===== src/sv/psdd_pkg.sv =====
// ----------------------------------------------------------------------------
// psdd_pkg
// Shared types and constants for the pressure swing decouple detector.
// ----------------------------------------------------------------------------
package psdd_pkg;

  localparam int SAMPLE_W = 16;
  localparam int TIME_W   = 32;
  localparam int DIFF_W   = SAMPLE_W + 1;
  localparam int SWING_W  = 16;
  localparam int RPM_W    = 14;
  localparam int FLOW_W   = 14;
  localparam int HOLD_W   = 16;
  localparam int THR_W    = 16;
  localparam int CNT_W    = 8;
  localparam int CFG_IDX_W  = 3;
  localparam int CFG_DATA_W = 16;

  localparam logic [HOLD_W-1:0] HOLD_RESET   = 16'd5000;
  localparam logic [HOLD_W-1:0] SETTLE_RESET = 16'd2000;
  localparam logic [FLOW_W-1:0] FLOW_RESET   = 14'd300;
  localparam logic [RPM_W-1:0]  RPM_RESET    = 14'd10;
  localparam logic [THR_W-1:0]  SWING_RESET  = 16'd40;
  localparam logic [CNT_W-1:0]  MAXP_RESET   = 8'd5;

  typedef enum logic {
    OP_TICK   = 1'b0,
    OP_SAMPLE = 1'b1
  } opcode_t;

  typedef enum logic [1:0] {
    NOTICE_NONE     = 2'd0,
    NOTICE_RAISE    = 2'd1,
    NOTICE_WITHDRAW = 2'd2
  } notice_t;

  typedef enum logic [CFG_IDX_W-1:0] {
    REG_HOLD_TIME   = 3'd0,
    REG_SETTLE_TIME = 3'd1,
    REG_FLOW_THR    = 3'd2,
    REG_MIN_RPM     = 3'd3,
    REG_SWING_THR   = 3'd4,
    REG_MAX_PAUSES  = 3'd5
  } cfg_reg_t;

  typedef struct packed {
    logic [HOLD_W-1:0] hold_time_ms;
    logic [HOLD_W-1:0] settle_time_ms;
    logic [FLOW_W-1:0] flow_threshold;
    logic [RPM_W-1:0]  min_pump_rpm;
    logic [THR_W-1:0]  swing_threshold;
    logic [CNT_W-1:0]  max_pauses;
  } cfg_t;

  typedef struct packed {
    opcode_t                    opcode;
    logic [TIME_W-1:0]          time_ms;
    logic                       cycle_switch;
    logic                       cassette_active;
    logic [RPM_W-1:0]           pump_rpm;
    logic [FLOW_W-1:0]          pump_flow;
    logic                       reservoir_covered;
    logic signed [SAMPLE_W-1:0] sample_value;
    logic                       sample_is_access;
    logic                       sample_last;
  } item_t;

  typedef struct packed {
    logic               pause_alarm;
    logic               fatal_alarm;
    notice_t            pause_notice;
    logic               decoupled;
    logic [SWING_W-1:0] swing;
    logic [CNT_W-1:0]   pause_total;
  } result_t;

endpackage


===== src/sv/psdd_core.sv =====
// ----------------------------------------------------------------------------
// psdd_core
// Detector state and the single-pass update for one transaction.
// ----------------------------------------------------------------------------
module psdd_core (
  input  logic              clk,
  input  logic              rst_n,
  input  logic              fire,
  input  psdd_pkg::item_t   item,
  input  psdd_pkg::cfg_t    cfg,
  output psdd_pkg::result_t res
);
  import psdd_pkg::*;

  logic signed [SAMPLE_W-1:0] min_r, min_nxt;
  logic signed [SAMPLE_W-1:0] max_r, max_nxt;
  logic                       open_r, open_nxt;
  logic                       enabled_r, enabled_nxt;
  logic [TIME_W-1:0]          time_r, time_nxt;
  logic [TIME_W-1:0]          paused_at_r, paused_at_nxt;
  logic [TIME_W-1:0]          detected_at_r, detected_at_nxt;
  logic                       pending_r, pending_nxt;
  logic                       pause_r, pause_nxt;
  logic                       fatal_r, fatal_nxt;
  logic [CNT_W-1:0]           cnt_r, cnt_nxt;

  logic [TIME_W-1:0]          hold_elapsed;
  logic [TIME_W-1:0]          settle_elapsed;
  logic signed [SAMPLE_W-1:0] lo, hi;
  logic [DIFF_W-1:0]          diff;
  logic [CNT_W:0]             cnt_inc;
  notice_t                    notice;
  logic                       decoupled;
  logic [SWING_W-1:0]         swing;

  always_comb begin
    min_nxt         = min_r;
    max_nxt         = max_r;
    open_nxt        = open_r;
    enabled_nxt     = enabled_r;
    time_nxt        = time_r;
    paused_at_nxt   = paused_at_r;
    detected_at_nxt = detected_at_r;
    pending_nxt     = pending_r;
    pause_nxt       = pause_r;
    fatal_nxt       = fatal_r;
    cnt_nxt         = cnt_r;
    notice          = NOTICE_NONE;
    decoupled       = 1'b0;
    swing           = '0;
    hold_elapsed    = item.time_ms - detected_at_r;
    settle_elapsed  = '0;
    lo              = item.sample_value;
    hi              = item.sample_value;
    diff            = '0;
    cnt_inc         = {1'b0, cnt_r} + {{CNT_W{1'b0}}, 1'b1};

    unique case (item.opcode)
      OP_TICK: begin
        if (item.cycle_switch) begin
          cnt_nxt = '0;
        end
        time_nxt = item.time_ms;
        if (item.cassette_active) begin
          if (pause_r && pending_r &&
              hold_elapsed > TIME_W'(cfg.hold_time_ms)) begin
            pending_nxt = 1'b0;
            pause_nxt   = 1'b0;
            notice      = NOTICE_WITHDRAW;
          end
          if (item.pump_rpm < cfg.min_pump_rpm) begin
            paused_at_nxt = item.time_ms;
          end
          settle_elapsed = item.time_ms - paused_at_nxt;
          enabled_nxt = (settle_elapsed > TIME_W'(cfg.settle_time_ms)) &&
                        (item.pump_flow > cfg.flow_threshold) &&
                        item.reservoir_covered;
        end
      end
      OP_SAMPLE: begin
        if (open_r) begin
          lo = (item.sample_value < min_r) ? item.sample_value : min_r;
          hi = (item.sample_value > max_r) ? item.sample_value : max_r;
        end
        min_nxt  = lo;
        max_nxt  = hi;
        open_nxt = 1'b1;
        diff = DIFF_W'($signed({hi[SAMPLE_W-1], hi}) - $signed({lo[SAMPLE_W-1], lo}));
        if (item.sample_last) begin
          open_nxt = 1'b0;
          swing = (diff > DIFF_W'({SWING_W{1'b1}})) ? {SWING_W{1'b1}} : SWING_W'(diff);
          if (enabled_r && item.sample_is_access &&
              diff < DIFF_W'(cfg.swing_threshold)) begin
            decoupled       = 1'b1;
            detected_at_nxt = time_r;
            pending_nxt     = 1'b1;
            if (cnt_inc <= {1'b0, cfg.max_pauses}) begin
              pause_nxt = 1'b1;
              notice    = NOTICE_RAISE;
            end else begin
              fatal_nxt = 1'b1;
            end
            cnt_nxt = cnt_inc[CNT_W] ? {CNT_W{1'b1}} : cnt_inc[CNT_W-1:0];
          end
        end
      end
      default: begin
      end
    endcase

    res.pause_alarm  = pause_nxt;
    res.fatal_alarm  = fatal_nxt;
    res.pause_notice = notice;
    res.decoupled    = decoupled;
    res.swing        = swing;
    res.pause_total  = cnt_nxt;
  end

  always_ff @(posedge clk) begin
    if (!rst_n) begin
      min_r         <= '0;
      max_r         <= '0;
      open_r        <= 1'b0;
      enabled_r     <= 1'b0;
      time_r        <= '0;
      paused_at_r   <= '0;
      detected_at_r <= '0;
      pending_r     <= 1'b0;
      pause_r       <= 1'b0;
      fatal_r       <= 1'b0;
      cnt_r         <= '0;
    end else if (fire) begin
      min_r         <= min_nxt;
      max_r         <= max_nxt;
      open_r        <= open_nxt;
      enabled_r     <= enabled_nxt;
      time_r        <= time_nxt;
      paused_at_r   <= paused_at_nxt;
      detected_at_r <= detected_at_nxt;
      pending_r     <= pending_nxt;
      pause_r       <= pause_nxt;
      fatal_r       <= fatal_nxt;
      cnt_r         <= cnt_nxt;
    end
  end

  ap_fatal_latched: assert property (@(posedge clk) disable iff (!rst_n)
    fatal_r |=> fatal_r)
    else $error("fatal alarm dropped");

  ap_pause_needs_pending: assert property (@(posedge clk) disable iff (!rst_n)
    pause_r |-> pending_r)
    else $error("pause alarm without pending detection");

  ap_block_range: assert property (@(posedge clk) disable iff (!rst_n)
    open_r |-> (min_r <= max_r))
    else $error("running minimum above running maximum");

endmodule


===== src/sv/pressure_swing_decouple_detector.sv =====
// ----------------------------------------------------------------------------
// pressure_swing_decouple_detector
// Tracks pump status and access pressure swing; raises pause and fatal alarms.
// ----------------------------------------------------------------------------
// Takes one transaction per clock while no result is held by an output stall,
// and gives one result per transaction: the transaction is registered, then the whole
// state update (time compares, running min/max, swing and pause count)
// runs in one pass into the result register. The result register and the
// input register each hold one transaction, so while a result waits to be
// taken one more transaction is accepted; after that the input stalls until
// the result is taken. Configuration writes take effect at once and are
// meant for idle periods.
module pressure_swing_decouple_detector (
  input  logic                                  clk,
  input  logic                                  rst_n,
  input  logic                                  cfg_we,
  input  logic [psdd_pkg::CFG_IDX_W-1:0]        cfg_index,
  input  logic [psdd_pkg::CFG_DATA_W-1:0]       cfg_wdata,
  input  logic                                  in_valid,
  output logic                                  in_stall,
  input  logic                                  in_opcode,
  input  logic [psdd_pkg::TIME_W-1:0]           in_time_ms,
  input  logic                                  in_cycle_switch,
  input  logic                                  in_cassette_active,
  input  logic [psdd_pkg::RPM_W-1:0]            in_pump_rpm,
  input  logic [psdd_pkg::FLOW_W-1:0]           in_pump_flow,
  input  logic                                  in_reservoir_covered,
  input  logic signed [psdd_pkg::SAMPLE_W-1:0]  in_sample_value,
  input  logic                                  in_sample_is_access,
  input  logic                                  in_sample_last,
  output logic                                  out_valid,
  input  logic                                  out_stall,
  output logic                                  out_pause_alarm,
  output logic                                  out_fatal_alarm,
  output logic [1:0]                            out_pause_notice,
  output logic                                  out_decoupled,
  output logic [psdd_pkg::SWING_W-1:0]          out_swing,
  output logic [psdd_pkg::CNT_W-1:0]            out_pause_total
);
  import psdd_pkg::*;

  cfg_t    cfg_r;
  item_t   item_r;
  item_t   item_in;
  logic    in_valid_r;
  result_t res;
  result_t res_r;
  logic    out_valid_r;
  logic    advance;
  logic    fire;
  logic    in_take;

  always_ff @(posedge clk) begin
    if (!rst_n) begin
      cfg_r.hold_time_ms    <= HOLD_RESET;
      cfg_r.settle_time_ms  <= SETTLE_RESET;
      cfg_r.flow_threshold  <= FLOW_RESET;
      cfg_r.min_pump_rpm    <= RPM_RESET;
      cfg_r.swing_threshold <= SWING_RESET;
      cfg_r.max_pauses      <= MAXP_RESET;
    end else if (cfg_we) begin
      unique case (cfg_index)
        REG_HOLD_TIME:   cfg_r.hold_time_ms    <= HOLD_W'(cfg_wdata);
        REG_SETTLE_TIME: cfg_r.settle_time_ms  <= HOLD_W'(cfg_wdata);
        REG_FLOW_THR:    cfg_r.flow_threshold  <= cfg_wdata[FLOW_W-1:0];
        REG_MIN_RPM:     cfg_r.min_pump_rpm    <= cfg_wdata[RPM_W-1:0];
        REG_SWING_THR:   cfg_r.swing_threshold <= THR_W'(cfg_wdata);
        REG_MAX_PAUSES:  cfg_r.max_pauses      <= cfg_wdata[CNT_W-1:0];
        default: begin
        end
      endcase
    end
  end

  assign advance  = !out_valid_r || !out_stall;
  assign fire     = in_valid_r && advance;
  assign in_stall = in_valid_r && !advance;
  assign in_take  = in_valid && !in_stall;

  always_comb begin
    item_in.opcode            = opcode_t'(in_opcode);
    item_in.time_ms           = in_time_ms;
    item_in.cycle_switch      = in_cycle_switch;
    item_in.cassette_active   = in_cassette_active;
    item_in.pump_rpm          = in_pump_rpm;
    item_in.pump_flow         = in_pump_flow;
    item_in.reservoir_covered = in_reservoir_covered;
    item_in.sample_value      = in_sample_value;
    item_in.sample_is_access  = in_sample_is_access;
    item_in.sample_last       = in_sample_last;
  end

  always_ff @(posedge clk) begin
    if (!rst_n) begin
      in_valid_r <= 1'b0;
    end else if (in_take) begin
      in_valid_r <= 1'b1;
    end else if (fire) begin
      in_valid_r <= 1'b0;
    end
  end

  always_ff @(posedge clk) begin
    if (in_take) begin
      item_r <= item_in;
    end
  end

  psdd_core u_core (
    .clk   (clk),
    .rst_n (rst_n),
    .fire  (fire),
    .item  (item_r),
    .cfg   (cfg_r),
    .res   (res)
  );

  always_ff @(posedge clk) begin
    if (!rst_n) begin
      out_valid_r <= 1'b0;
    end else if (fire) begin
      out_valid_r <= 1'b1;
    end else if (!out_stall) begin
      out_valid_r <= 1'b0;
    end
  end

  always_ff @(posedge clk) begin
    if (fire) begin
      res_r <= res;
    end
  end

  assign out_valid        = out_valid_r;
  assign out_pause_alarm  = res_r.pause_alarm;
  assign out_fatal_alarm  = res_r.fatal_alarm;
  assign out_pause_notice = res_r.pause_notice;
  assign out_decoupled    = res_r.decoupled;
  assign out_swing        = res_r.swing;
  assign out_pause_total  = res_r.pause_total;

  ap_raise_alarm: assert property (@(posedge clk) disable iff (!rst_n)
    out_valid && out_pause_notice == NOTICE_RAISE |-> out_pause_alarm)
    else $error("pause raised without active alarm");

  ap_withdraw_alarm: assert property (@(posedge clk) disable iff (!rst_n)
    out_valid && out_pause_notice == NOTICE_WITHDRAW |-> !out_pause_alarm)
    else $error("pause withdrawn but alarm still active");

  ap_decoupled_counts: assert property (@(posedge clk) disable iff (!rst_n)
    out_valid && out_decoupled |-> out_pause_total != '0)
    else $error("decoupling without a counted pause");

  ap_no_lost_item: assert property (@(posedge clk) disable iff (!rst_n)
    in_valid_r && !advance |=> in_valid_r)
    else $error("held transaction dropped");

endmodule


===== config.mk =====
export PLATFORM = sky130hd
export DESIGN_NAME = pressure_swing_decouple_detector
export DESIGN_NICKNAME = d
export VERILOG_FILES = /design/src/sv/psdd_pkg.sv /design/src/sv/psdd_core.sv /design/src/sv/pressure_swing_decouple_detector.sv
export SDC_FILE = /design/constraint.sdc
export NUM_CORES = 1
export LEC_CHECK = 0
export BUFFER_PORTS_ARGS = -buffer_cell sky130_fd_sc_hd__buf_2
export CORE_MARGIN = 4
export CORE_UTILIZATION = 65
export DETAILED_ROUTE_END_ITERATION = 10
export PLACE_DENSITY = 0.85
export SLEW_MARGIN = 15
export SYNTH_ARGS = -nofsm -noshare
export SYNTH_HDL_FRONTEND = slang
export SYNTH_SLANG_ARGS = --single-unit

===== constraint.sdc =====
create_clock -name clk -period 14.28 [get_ports clk]
set_input_delay 0.714 -clock clk [delete_from_list [all_inputs] [get_ports clk]]
set_output_delay 0.714 -clock clk [all_outputs]
set_load 0.02 [all_outputs]

==> reports/summary.txt, run 1 <==
First-pass GRT wire length - 84,100 um
Sum of internal, switching and leakage power - 2.49 mW
Share of the synthesized netlist area taken by xor and xnor gates - 2.32%
Most common cell after layout, fill and taps aside - sky130_fd_sc_hd__nand2_1
Clock Tree Buf Depth - 3
Std cell rows - 63
Synth Cell Area - 20,000 um2
TritonCTS Buffers - 38
Unrepaired setup endpoints after global routing - no
Highest-count cells in the layout ignoring fill and taps - sky130_fd_sc_hd__nand2_1 (315), sky130_fd_sc_hd__a21oi_1 (239), sky130_fd_sc_hd__dfxtp_1 (227), sky130_fd_sc_hd__ha_1 (191), sky130_fd_sc_hd__inv_1 (177)
Category of the worst setup path capture point - register
Max capacitance violation total - 0
First-pass iteration count of the detailed router - 5
Clock Root Buffer - sky130_fd_sc_hd__clkbuf_16
Global Route Usage Sum - 30.2%
Synth Area in Compound Gates - 21.0%
FF-to-FF Start - item_r[8]$_DFFE_PP_
Finish-stage setup viols - 0
Final clock skew - 30.2 ps
Initial antenna violation count - 0
CP max FO - 51
DRC violation total after the first TritonRoute iteration - 1,741
Number of flops mapped to enable cells by yosys - 111
Number of inserted diodes - 0
Number of setup buffers added after CTS - 0
Number of synthesized register bits - 338
Synth Flop Type - sky130_fd_sc_hd__dfxtp_1
Post-layout worst setup margin - 6000 ps
Share of flip-flops with an asynchronous set or reset after synthesis - 0%
Synthesis warning total - 0
Dominant cell type by count on the critical path - sky130_fd_sc_hd__a21oi_1
Pin slew with the least headroom to its limit - 1170 ps
Max Freq - 121 MHz
Synthesized net count - 2,605
Final Hold Viols - 0
Remaining antenna violation count - 0
Number of primary I/O pins - 137
Proportion of synthesized area in mux cells - 2.77%
Worst VDD drop - 112 uV
Worst slew margin relative to its limit - 21.5%
Average wire per standard cell - 18.8 um
Die boundary width - 183 um
Power per unit of standard cell area - 113 nW/um2
Share of cells above drive strength 1 - 10.1%
Post-cts gate resize count - 0
Reg2Reg Setup Slack - 6000 ps
Count of port buffers added during placement - 136
Post-layout minimum cycle time - 8280 ps
Worst hold start - in_time_ms[6]
Total vias in the final route - 17,600
Run status - finished clean
Setup total negative slack - 0 ps
Maximum single-stage delay on the critical path - 670 ps
Adder-cell share of the synthesized area - 12.3%
Via count of the first global-routing pass - 16,900
Height of the die - 183 um
Average instance area after synthesis - 8.67 um2
Data arrival at the endpoint of the critical path - 8630 ps
Synth Area in Simple Gates - 16.7%
Crit share post-route - 58.0%
Leakage power of the design - 8.61 nW
Maximum number of pins on one net before global-route repair - 140
Count of nets after finishing - 2,690
Number of vias per cell - 6.27
Number of cells traversed by the worst hold path - 1
H-tree depth - 2
Required time at the endpoint of the critical path - 14,630 ps
Layout overhead on the synthesized area - 10.5%
Crit path kind - reg -> reg
Die outline area - 33,600 um2
Synthesized instance count - 2,305
Placement-stage worst setup slack - 5890 ps
Max-slew violations - 0
Number of cells on the worst reg-to-reg path - 29
Total routed wirelength - 52,800 um
Combinational family with the most area after synthesis - compound AO/OA/AOI/OAI gates
Fill cell count - 2,321
Clock input transition at the sequential cells of the worst setup and hold paths - 60 ps
Number of hold buffers added after cts - 0
Starting density of the core - 66.7%
Seq/Total Area, Yosys - 39.4%
Total core area - 30,000 um2
DRC violation count after routing - 0
Routability congestion estimate - 0.963
Grt total ovfl - 0
Detailed Place HPWL - 37,400 um
Critical Path Source Type - register
CTS sink count - 338
TritonCTS clock tree - done
Later-pin clock latency in the skew report - 540 ps
Hold WC Path Type - in -> reg
Slowest stage cell, crit path - sky130_fd_sc_hd__a2111oi_0
Count of different cell masters after synthesis - 83
Setup crit start - item_r[8]$_DFFE_PP_
## state kept, by name, summed over array words and instances, names as in the netlist, 2 cells and up
signal	flops
out_swing	16
item_r	82
u_core.cnt_r	8
cfg_r	84
out_pause_total	8
u_core.max_r	16
out_pause_notice	2
u_core.detected_at_r	32
u_core.min_r	16
u_core.paused_at_r	32
u_core.time_r	32
## critical path, delay by kind of cell (launching register included)
family	cells	cell delay, ps
AOI/OAI and AO/OA	14	3630
and+or+nand+nor	7	1530
adders and majority gates	4	1330
DFF	1	570
buffers and inverters	2	550
muxes	1	330
xor gates and xnor gates	1	170
## path summary, 6_finish.rpt
check,endpoint
max reg2reg,out_pause_total[5]$_DFFE_PP_
min,item_r[55]$_DFFE_PP_
min reg2reg,cfg_r[35]$_SDFFE_PN0P_
max,out_pause_total[5]$_DFFE_PP_
## cells in the mapped netlist (all sizes together) (5+ instances only)
| cell type | number | area, um2 |
|---|---|---|
| nand4 | 27 | 175 |
| o31ai | 7 | 52.6 |
| o311ai | 5 | 43.8 |
| a31oi | 20 | 125 |
| and4 | 7 | 61.3 |
| nand2b | 18 | 113 |
| edfxtp | 111 | 3330 |
| nor2 | 169 | 644 |
| o21a | 19 | 143 |
| o21ai | 108 | 541 |
| and2 | 11 | 68.8 |
| mux2i | 52 | 521 |
| nand3b | 7 | 52.6 |
| ha | 191 | 2390 |
| o21bai | 16 | 120 |
| clkbuf | 92 | 345 |
| or3 | 10 | 62.6 |
| o21ba | 6 | 60.1 |
| o31a | 6 | 52.6 |
| a21oi | 239 | 1200 |
| xor2 | 19 | 166 |
| o211a | 6 | 60.1 |
| a21o | 46 | 345 |
| nor3b | 6 | 45.0 |
| xnor2 | 34 | 298 |
| o2111ai | 8 | 70.1 |
| a211o | 10 | 87.6 |
| nor3 | 31 | 170 |
| and3 | 21 | 131 |
| nor4 | 5 | 31.3 |
| nand2 | 315 | 1180 |
| dfxtp | 227 | 4540 |
| o211ai | 29 | 223 |
| buf | 15 | 85.1 |
| a211oi | 76 | 583 |
| nor2b | 26 | 163 |
| a311oi | 6 | 52.6 |
| nand3 | 51 | 255 |
| inv | 179 | 672 |
| a221oi | 7 | 80.1 |
| a2111oi | 8 | 83.8 |
## cells by family (layout without fill, tap and decap cells)
logic type | Yosys count | in the layout
simple gates | 724 | 724
xor+xnor | 53 | 53
fa+ha+maj | 194 | 194
mux | 55 | 55
buf+inv | 287 | 399
compound gates | 654 | 654
flops | 338 | 338
## stage by stage
step           instance area (um2)  hold WS, ps  util [%]  instances
6_report                     22100          354      73.8       2807
3_3_place_gp                 20900          428      69.7       2739
2_1_floorplan                20000          414         -       2305
5_1_grt                      22100          348      73.8       2807
4_1_cts                      22100          341      73.6       2806
3_5_place_dp                 20900          439      69.7       2739
## layer usage
layer | GRT usage [%] | wire length, um | vias to the layer above
li1 | - | - | 8418
met1 | 38.7 | 21500 | 8303
met2 | 51.1 | 24900 | 729
met3 | 4.56 | 3850 | 160
met4 | 13.2 | 2500 | 0
met5 | 0 | 0 | -
## final cells by class
class | count | area (um2) | share of cell area [%]
multi-input cells | 1680 | 11000 | 50.0
flip-flops and latches | 338 | 7880 | 35.7
clock buffers | 53 | 1060 | 4.79
repair buffers | 152 | 821 | 3.72
inverters | 180 | 681 | 3.08
well taps | 390 | 488 | 2.21
clock inverters | 14 | 125 | 0.566
## power breakdown
| part | total [mW] | switching [mW] | internal, mW |
|---|---|---|---|
| combinational | 0.496 | 0.304 | 0.192 |
| clock | 0.940 | 0.385 | 0.554 |
| sequential | 1.06 | 0.0267 | 1.03 |
| total | 2.49 | 0.717 | 1.78 |
Power figures use the tool's default switching activity.
==> run 2, diff against run 1 <==
Settings changed: ABC_AREA set to 1, CORE_UTILIZATION 65 to 56, PLACE_DENSITY 0.85 to 0.78.
Clock period 14.28 ns to 6.8 ns, I/O delays scaled along.
==> run 2 against run 1 <==
Against the previous run:
- clock power is 120% higher
- fmax is 35% higher
- flip-flop and latch count stayed put
- sequential share of layout area shrank 1.2 points
- non-clock buffer count up 78
- synthesized area fell by 1.3%
- total power grew 120%
- synthesized cell count increased by 6.6%
- die area increased by 14%
- wire length fell by 2.5%
- utilization decreased by 7.7 points
- largest power group unchanged
==> reports/summary.txt, run 2 <==
Category of the worst setup path capture point - register (unchanged)
Register with the most flip-flops - cfg_r (unchanged)
Average instance area after synthesis - 8.03 um2 (was 8.67 um2)
Data arrival at the endpoint of the critical path - 6530 ps (was 8630 ps)
Crit path kind - reg -> reg (unchanged)
Post-layout worst setup margin - 675 ps (was 6000 ps)
Switching power share of the total - 29.7% (was 28.7%)
Setup crit start - item_r[13]$_DFFE_PP_ (was item_r[8]$_DFFE_PP_)
CP max FO - 64 (was 51)
Slowest stage cell, crit path - sky130_fd_sc_hd__edfxtp_1 (was sky130_fd_sc_hd__a2111oi_0)
Net switching power of the design - 1.63 mW (was 0.717 mW)
Final clock skew - 29.8 ps (was 30.2 ps)
Crit share post-route - 90.1% (was 58.0%)
Synth Area in Simple Gates - 15.1% (was 16.7%)
Synth Area in Compound Gates - 18.8% (was 21.0%)
Synth Flop Type - sky130_fd_sc_hd__dfxtp_1 (unchanged)
Placed Instances - 2,981 (was 2,739)
Clock input transition at the sequential cells of the worst setup and hold paths - 60 ps (about the same)
First-pass GRT wire length - 83,200 um (was 84,100 um)
Average wire per standard cell - 16.4 um (was 18.8 um)
Placement-stage worst setup slack - 686 ps (was 5890 ps)
Most common cell after layout, fill and taps aside - sky130_fd_sc_hd__inv_1 (was sky130_fd_sc_hd__nand2_1)
Later-pin clock latency in the skew report - 560 ps (was 540 ps)
Via count of the first global-routing pass - 16,700 (was 16,900)
Sequential power share - 40.9% (was 42.4%)
Total core area - 34,600 um2 (was 30,000 um2)
Detailed Place HPWL - 37,200 um (was 37,400 um)
CTS sink count - 338 (unchanged)
Number of synthesized register bits - 338 (unchanged)
Clock Tree Buf Depth - 3 (unchanged)
Post-synth top area cell - sky130_fd_sc_hd__dfxtp_1 (unchanged)
Share of cells above drive strength 1 - 10.1% (about the same)
Leakage power of the design - 10.5 nW (was 8.61 nW)
Global Route Usage Sum - 26.3% (was 30.2%)
Cell types occupying the most area after synthesis - sky130_fd_sc_hd__dfxtp_1 (23%), sky130_fd_sc_hd__edfxtp_1 (17%), sky130_fd_sc_hd__ha_1 (12%) (unchanged)
Share of the core filled with cells in the final layout - 66.0% (was 73.8%)
Cell with the most instances after synthesis - sky130_fd_sc_hd__inv_1 (was sky130_fd_sc_hd__nand2_1)
Max capacitance violation total - 0 (unchanged)
Proportion of synthesized area in mux cells - 1.47% (was 2.77%)
Post-layout instance count excluding filler cells - 3,136 (was 2,807)
Post-layout minimum cycle time - 6130 ps (was 8280 ps)
Number of cells on the worst reg-to-reg path - 36 (was 29)
Finish-stage setup viols - 0 (unchanged)
TritonCTS clock tree - done (unchanged)
Adder-cell share of the synthesized area - 12.4% (was 12.3%)
Height of the die - 196 um (was 183 um)
Total vias in the final route - 17,200 (was 17,600)
Synthesized instance count - 2,456 (was 2,305)
Max Freq - 163 MHz (was 121 MHz)
First-pass iteration count of the detailed router - 5 (unchanged)
Power per unit of standard cell area - 240 nW/um2 (was 113 nW/um2)
Commonest cells in the synthesized netlist - sky130_fd_sc_hd__inv_1 (390), sky130_fd_sc_hd__nand2_1 (374), sky130_fd_sc_hd__a21oi_1 (243) (was sky130_fd_sc_hd__nand2_1 (315), sky130_fd_sc_hd__a21oi_1 (239), sky130_fd_sc_hd__dfxtp_1 (227))
Run status - finished clean (unchanged)
Synthesis warning total - 0 (unchanged)
Largest registers - cfg_r: 84 flops, item_r: 82 flops (unchanged)
Number of vias per cell - 5.48 (was 6.27)
Count of nets after finishing - 2,949 (was 2,690)
Setup total negative slack - 0 ps (unchanged)
Maximum number of pins on one net before global-route repair - 107 (was 140)
Total non-filler cell area in the finished layout - 22,900 um2 (was 22,100 um2)
Hold WC Path Type - in -> reg (unchanged)
Pin slew with the least headroom to its limit - 1030 ps (was 1170 ps)
TritonCTS Buffers - 39 (was 38)
Proportion of power drawn by combinational gates - 20.9% (was 19.9%)
Routability congestion estimate - 0.938 (was 0.963)
Starting density of the core - 57.0% (was 66.7%)
Number of primary I/O pins - 137 (unchanged)
Worst hold start - out_stall (was in_time_ms[6])
Die outline area - 38,300 um2 (was 33,600 um2)
Final Hold Viols - 0 (unchanged)
DRC violation count after routing - 0 (unchanged)
Highest-count cells in the layout ignoring fill and taps - sky130_fd_sc_hd__inv_1 (389), sky130_fd_sc_hd__nand2_1 (374), sky130_fd_sc_hd__a21oi_1 (243), sky130_fd_sc_hd__dfxtp_1 (227), sky130_fd_sc_hd__o21ai_0 (204) (was sky130_fd_sc_hd__nand2_1 (315), sky130_fd_sc_hd__a21oi_1 (239), sky130_fd_sc_hd__dfxtp_1 (227), sky130_fd_sc_hd__ha_1 (191), sky130_fd_sc_hd__inv_1 (177))
Synthesized net count - 2,756 (was 2,605)
Share of flip-flops with an asynchronous set or reset after synthesis - 0% (unchanged)
Layout overhead on the synthesized area - 15.9% (was 10.5%)
FF-to-FF Start - item_r[13]$_DFFE_PP_ (was item_r[8]$_DFFE_PP_)
Remaining antenna violation count - 0 (unchanged)
Std cell rows - 68 (was 63)
Internal portion of total power - 3.85 mW (was 1.78 mW)
Cell area after placement - 20,700 um2 (was 20,900 um2)
Initial antenna violation count - 2 (was 0)
Portion of total power attributed to the clock network - 38.2% (was 37.7%)
Worst slew margin relative to its limit - 31.5% (was 21.5%)
Seq/Total Area, Yosys - 39.9% (was 39.4%)
Die boundary width - 196 um (was 183 um)
Number of flops mapped to enable cells by yosys - 111 (unchanged)
Post-route worst hold slack - 123 ps (was 354 ps)
Sum of internal, switching and leakage power - 5.48 mW (was 2.49 mW)
Count of port buffers added during placement - 136 (unchanged)
DRC violation total after the first TritonRoute iteration - 1,239 (was 1,741)
Number of cells traversed by the worst hold path - 3 (was 1)
Max-slew violations - 0 (unchanged)
Worst VDD drop - 195 uV (was 112 uV)
Top-area cell type share of the netlist area - 23.0% (was 22.7%)
H-tree depth - 2 (unchanged)
Critical Path Source Type - register (unchanged)
Total routed wirelength - 51,400 um (was 52,800 um)
Required time at the endpoint of the critical path - 7200 ps (was 14,630 ps)
Grt total ovfl - 0 (unchanged)
Synth Cell Area - 19,700 um2 (was 20,000 um2)
Count of different cell masters after synthesis - 55 (was 83)
Maximum single-stage delay on the critical path - 440 ps (was 670 ps)
Clock Root Buffer - sky130_fd_sc_hd__clkbuf_16 (unchanged)
Unrepaired setup endpoints after global routing - no (unchanged)
Max FFs per register - 84 (unchanged)
Share of the synthesized netlist area taken by xor and xnor gates - 2.97% (was 2.32%)
Combinational family with the most area after synthesis - compound AO/OA/AOI/OAI gates (unchanged)
run 2: area by class of cell:
type,instances,area [um2]
Inverter,395,1480
Clock inverter,17,161
Multi-Input combinational cell,1645,10000
Clock buffer,55,1120
Sequential cell,338,7880
Tap cell,455,569
Fill cell,2906,11800
Timing Repair Buffer,230,1600
Antenna cell,1,2.50
run 2: kinds of logic (layout without fill, tap and decap cells):
logic type	count (synthesis)	after routing
flops	338	338
mux	29	29
simple gates	706	706
compound gates	649	649
other cells	0	1
fa+ha+maj	194	194
xor+xnor	67	67
buf+inv	473	697
run 2: final timing paths:
check,end,slack [ps]
max,u_core.detected_at_r[11]$_SDFFE_PN0P_,670
min,out_valid$_SDFFE_PN0P_,120
max reg2reg,u_core.detected_at_r[11]$_SDFFE_PN0P_,670
min reg2reg,u_core.detected_at_r[0]$_SDFFE_PN0P_,460
run 2: worst max-delay path: cells and delay by family, from the launching register on:
family | cells | cell delay, ps
AOI/OAI and AO/OA | 11 | 1770
and+or+nand+nor | 16 | 1630
buffers and inverters | 4 | 640
adders and majority gates | 4 | 1230
DFF | 1 | 440
xor gates and xnor gates | 1 | 190
run 2: repair_timing:
item / in CTS / in global routing
resized for setup: 0 / 1
hold buffers: 82 / 0
buffers inserted: 0 / 0
hold endpoints to repair: 82 / 0
endpoints found under the setup margin: 0 / 2
run 2: per-layer routing:
| metal | global-route usage, % | wire (um) | vias up |
|---|---|---|---|
| met2 | 42.9 | 23600 | 523 |
| met5 | 0 | 0 | - |
| li1 | - | - | 8650 |
| met3 | 3.93 | 3030 | 118 |
| met4 | 10.4 | 1780 | 0 |
| met1 | 35.3 | 23000 | 7888 |
run 2: power by group through the flow:
stage / Clock [mW] / Sequential [mW] / Combinational, mW
floorplan: 0 / 2.27 / 0.789
global placement: 0 / 2.28 / 1.06
detailed placement: 0 / 2.28 / 1.09
CTS: 2.14 / 2.24 / 1.13
global route: 2.22 / 2.25 / 1.29
finish: 2.10 / 2.24 / 1.15
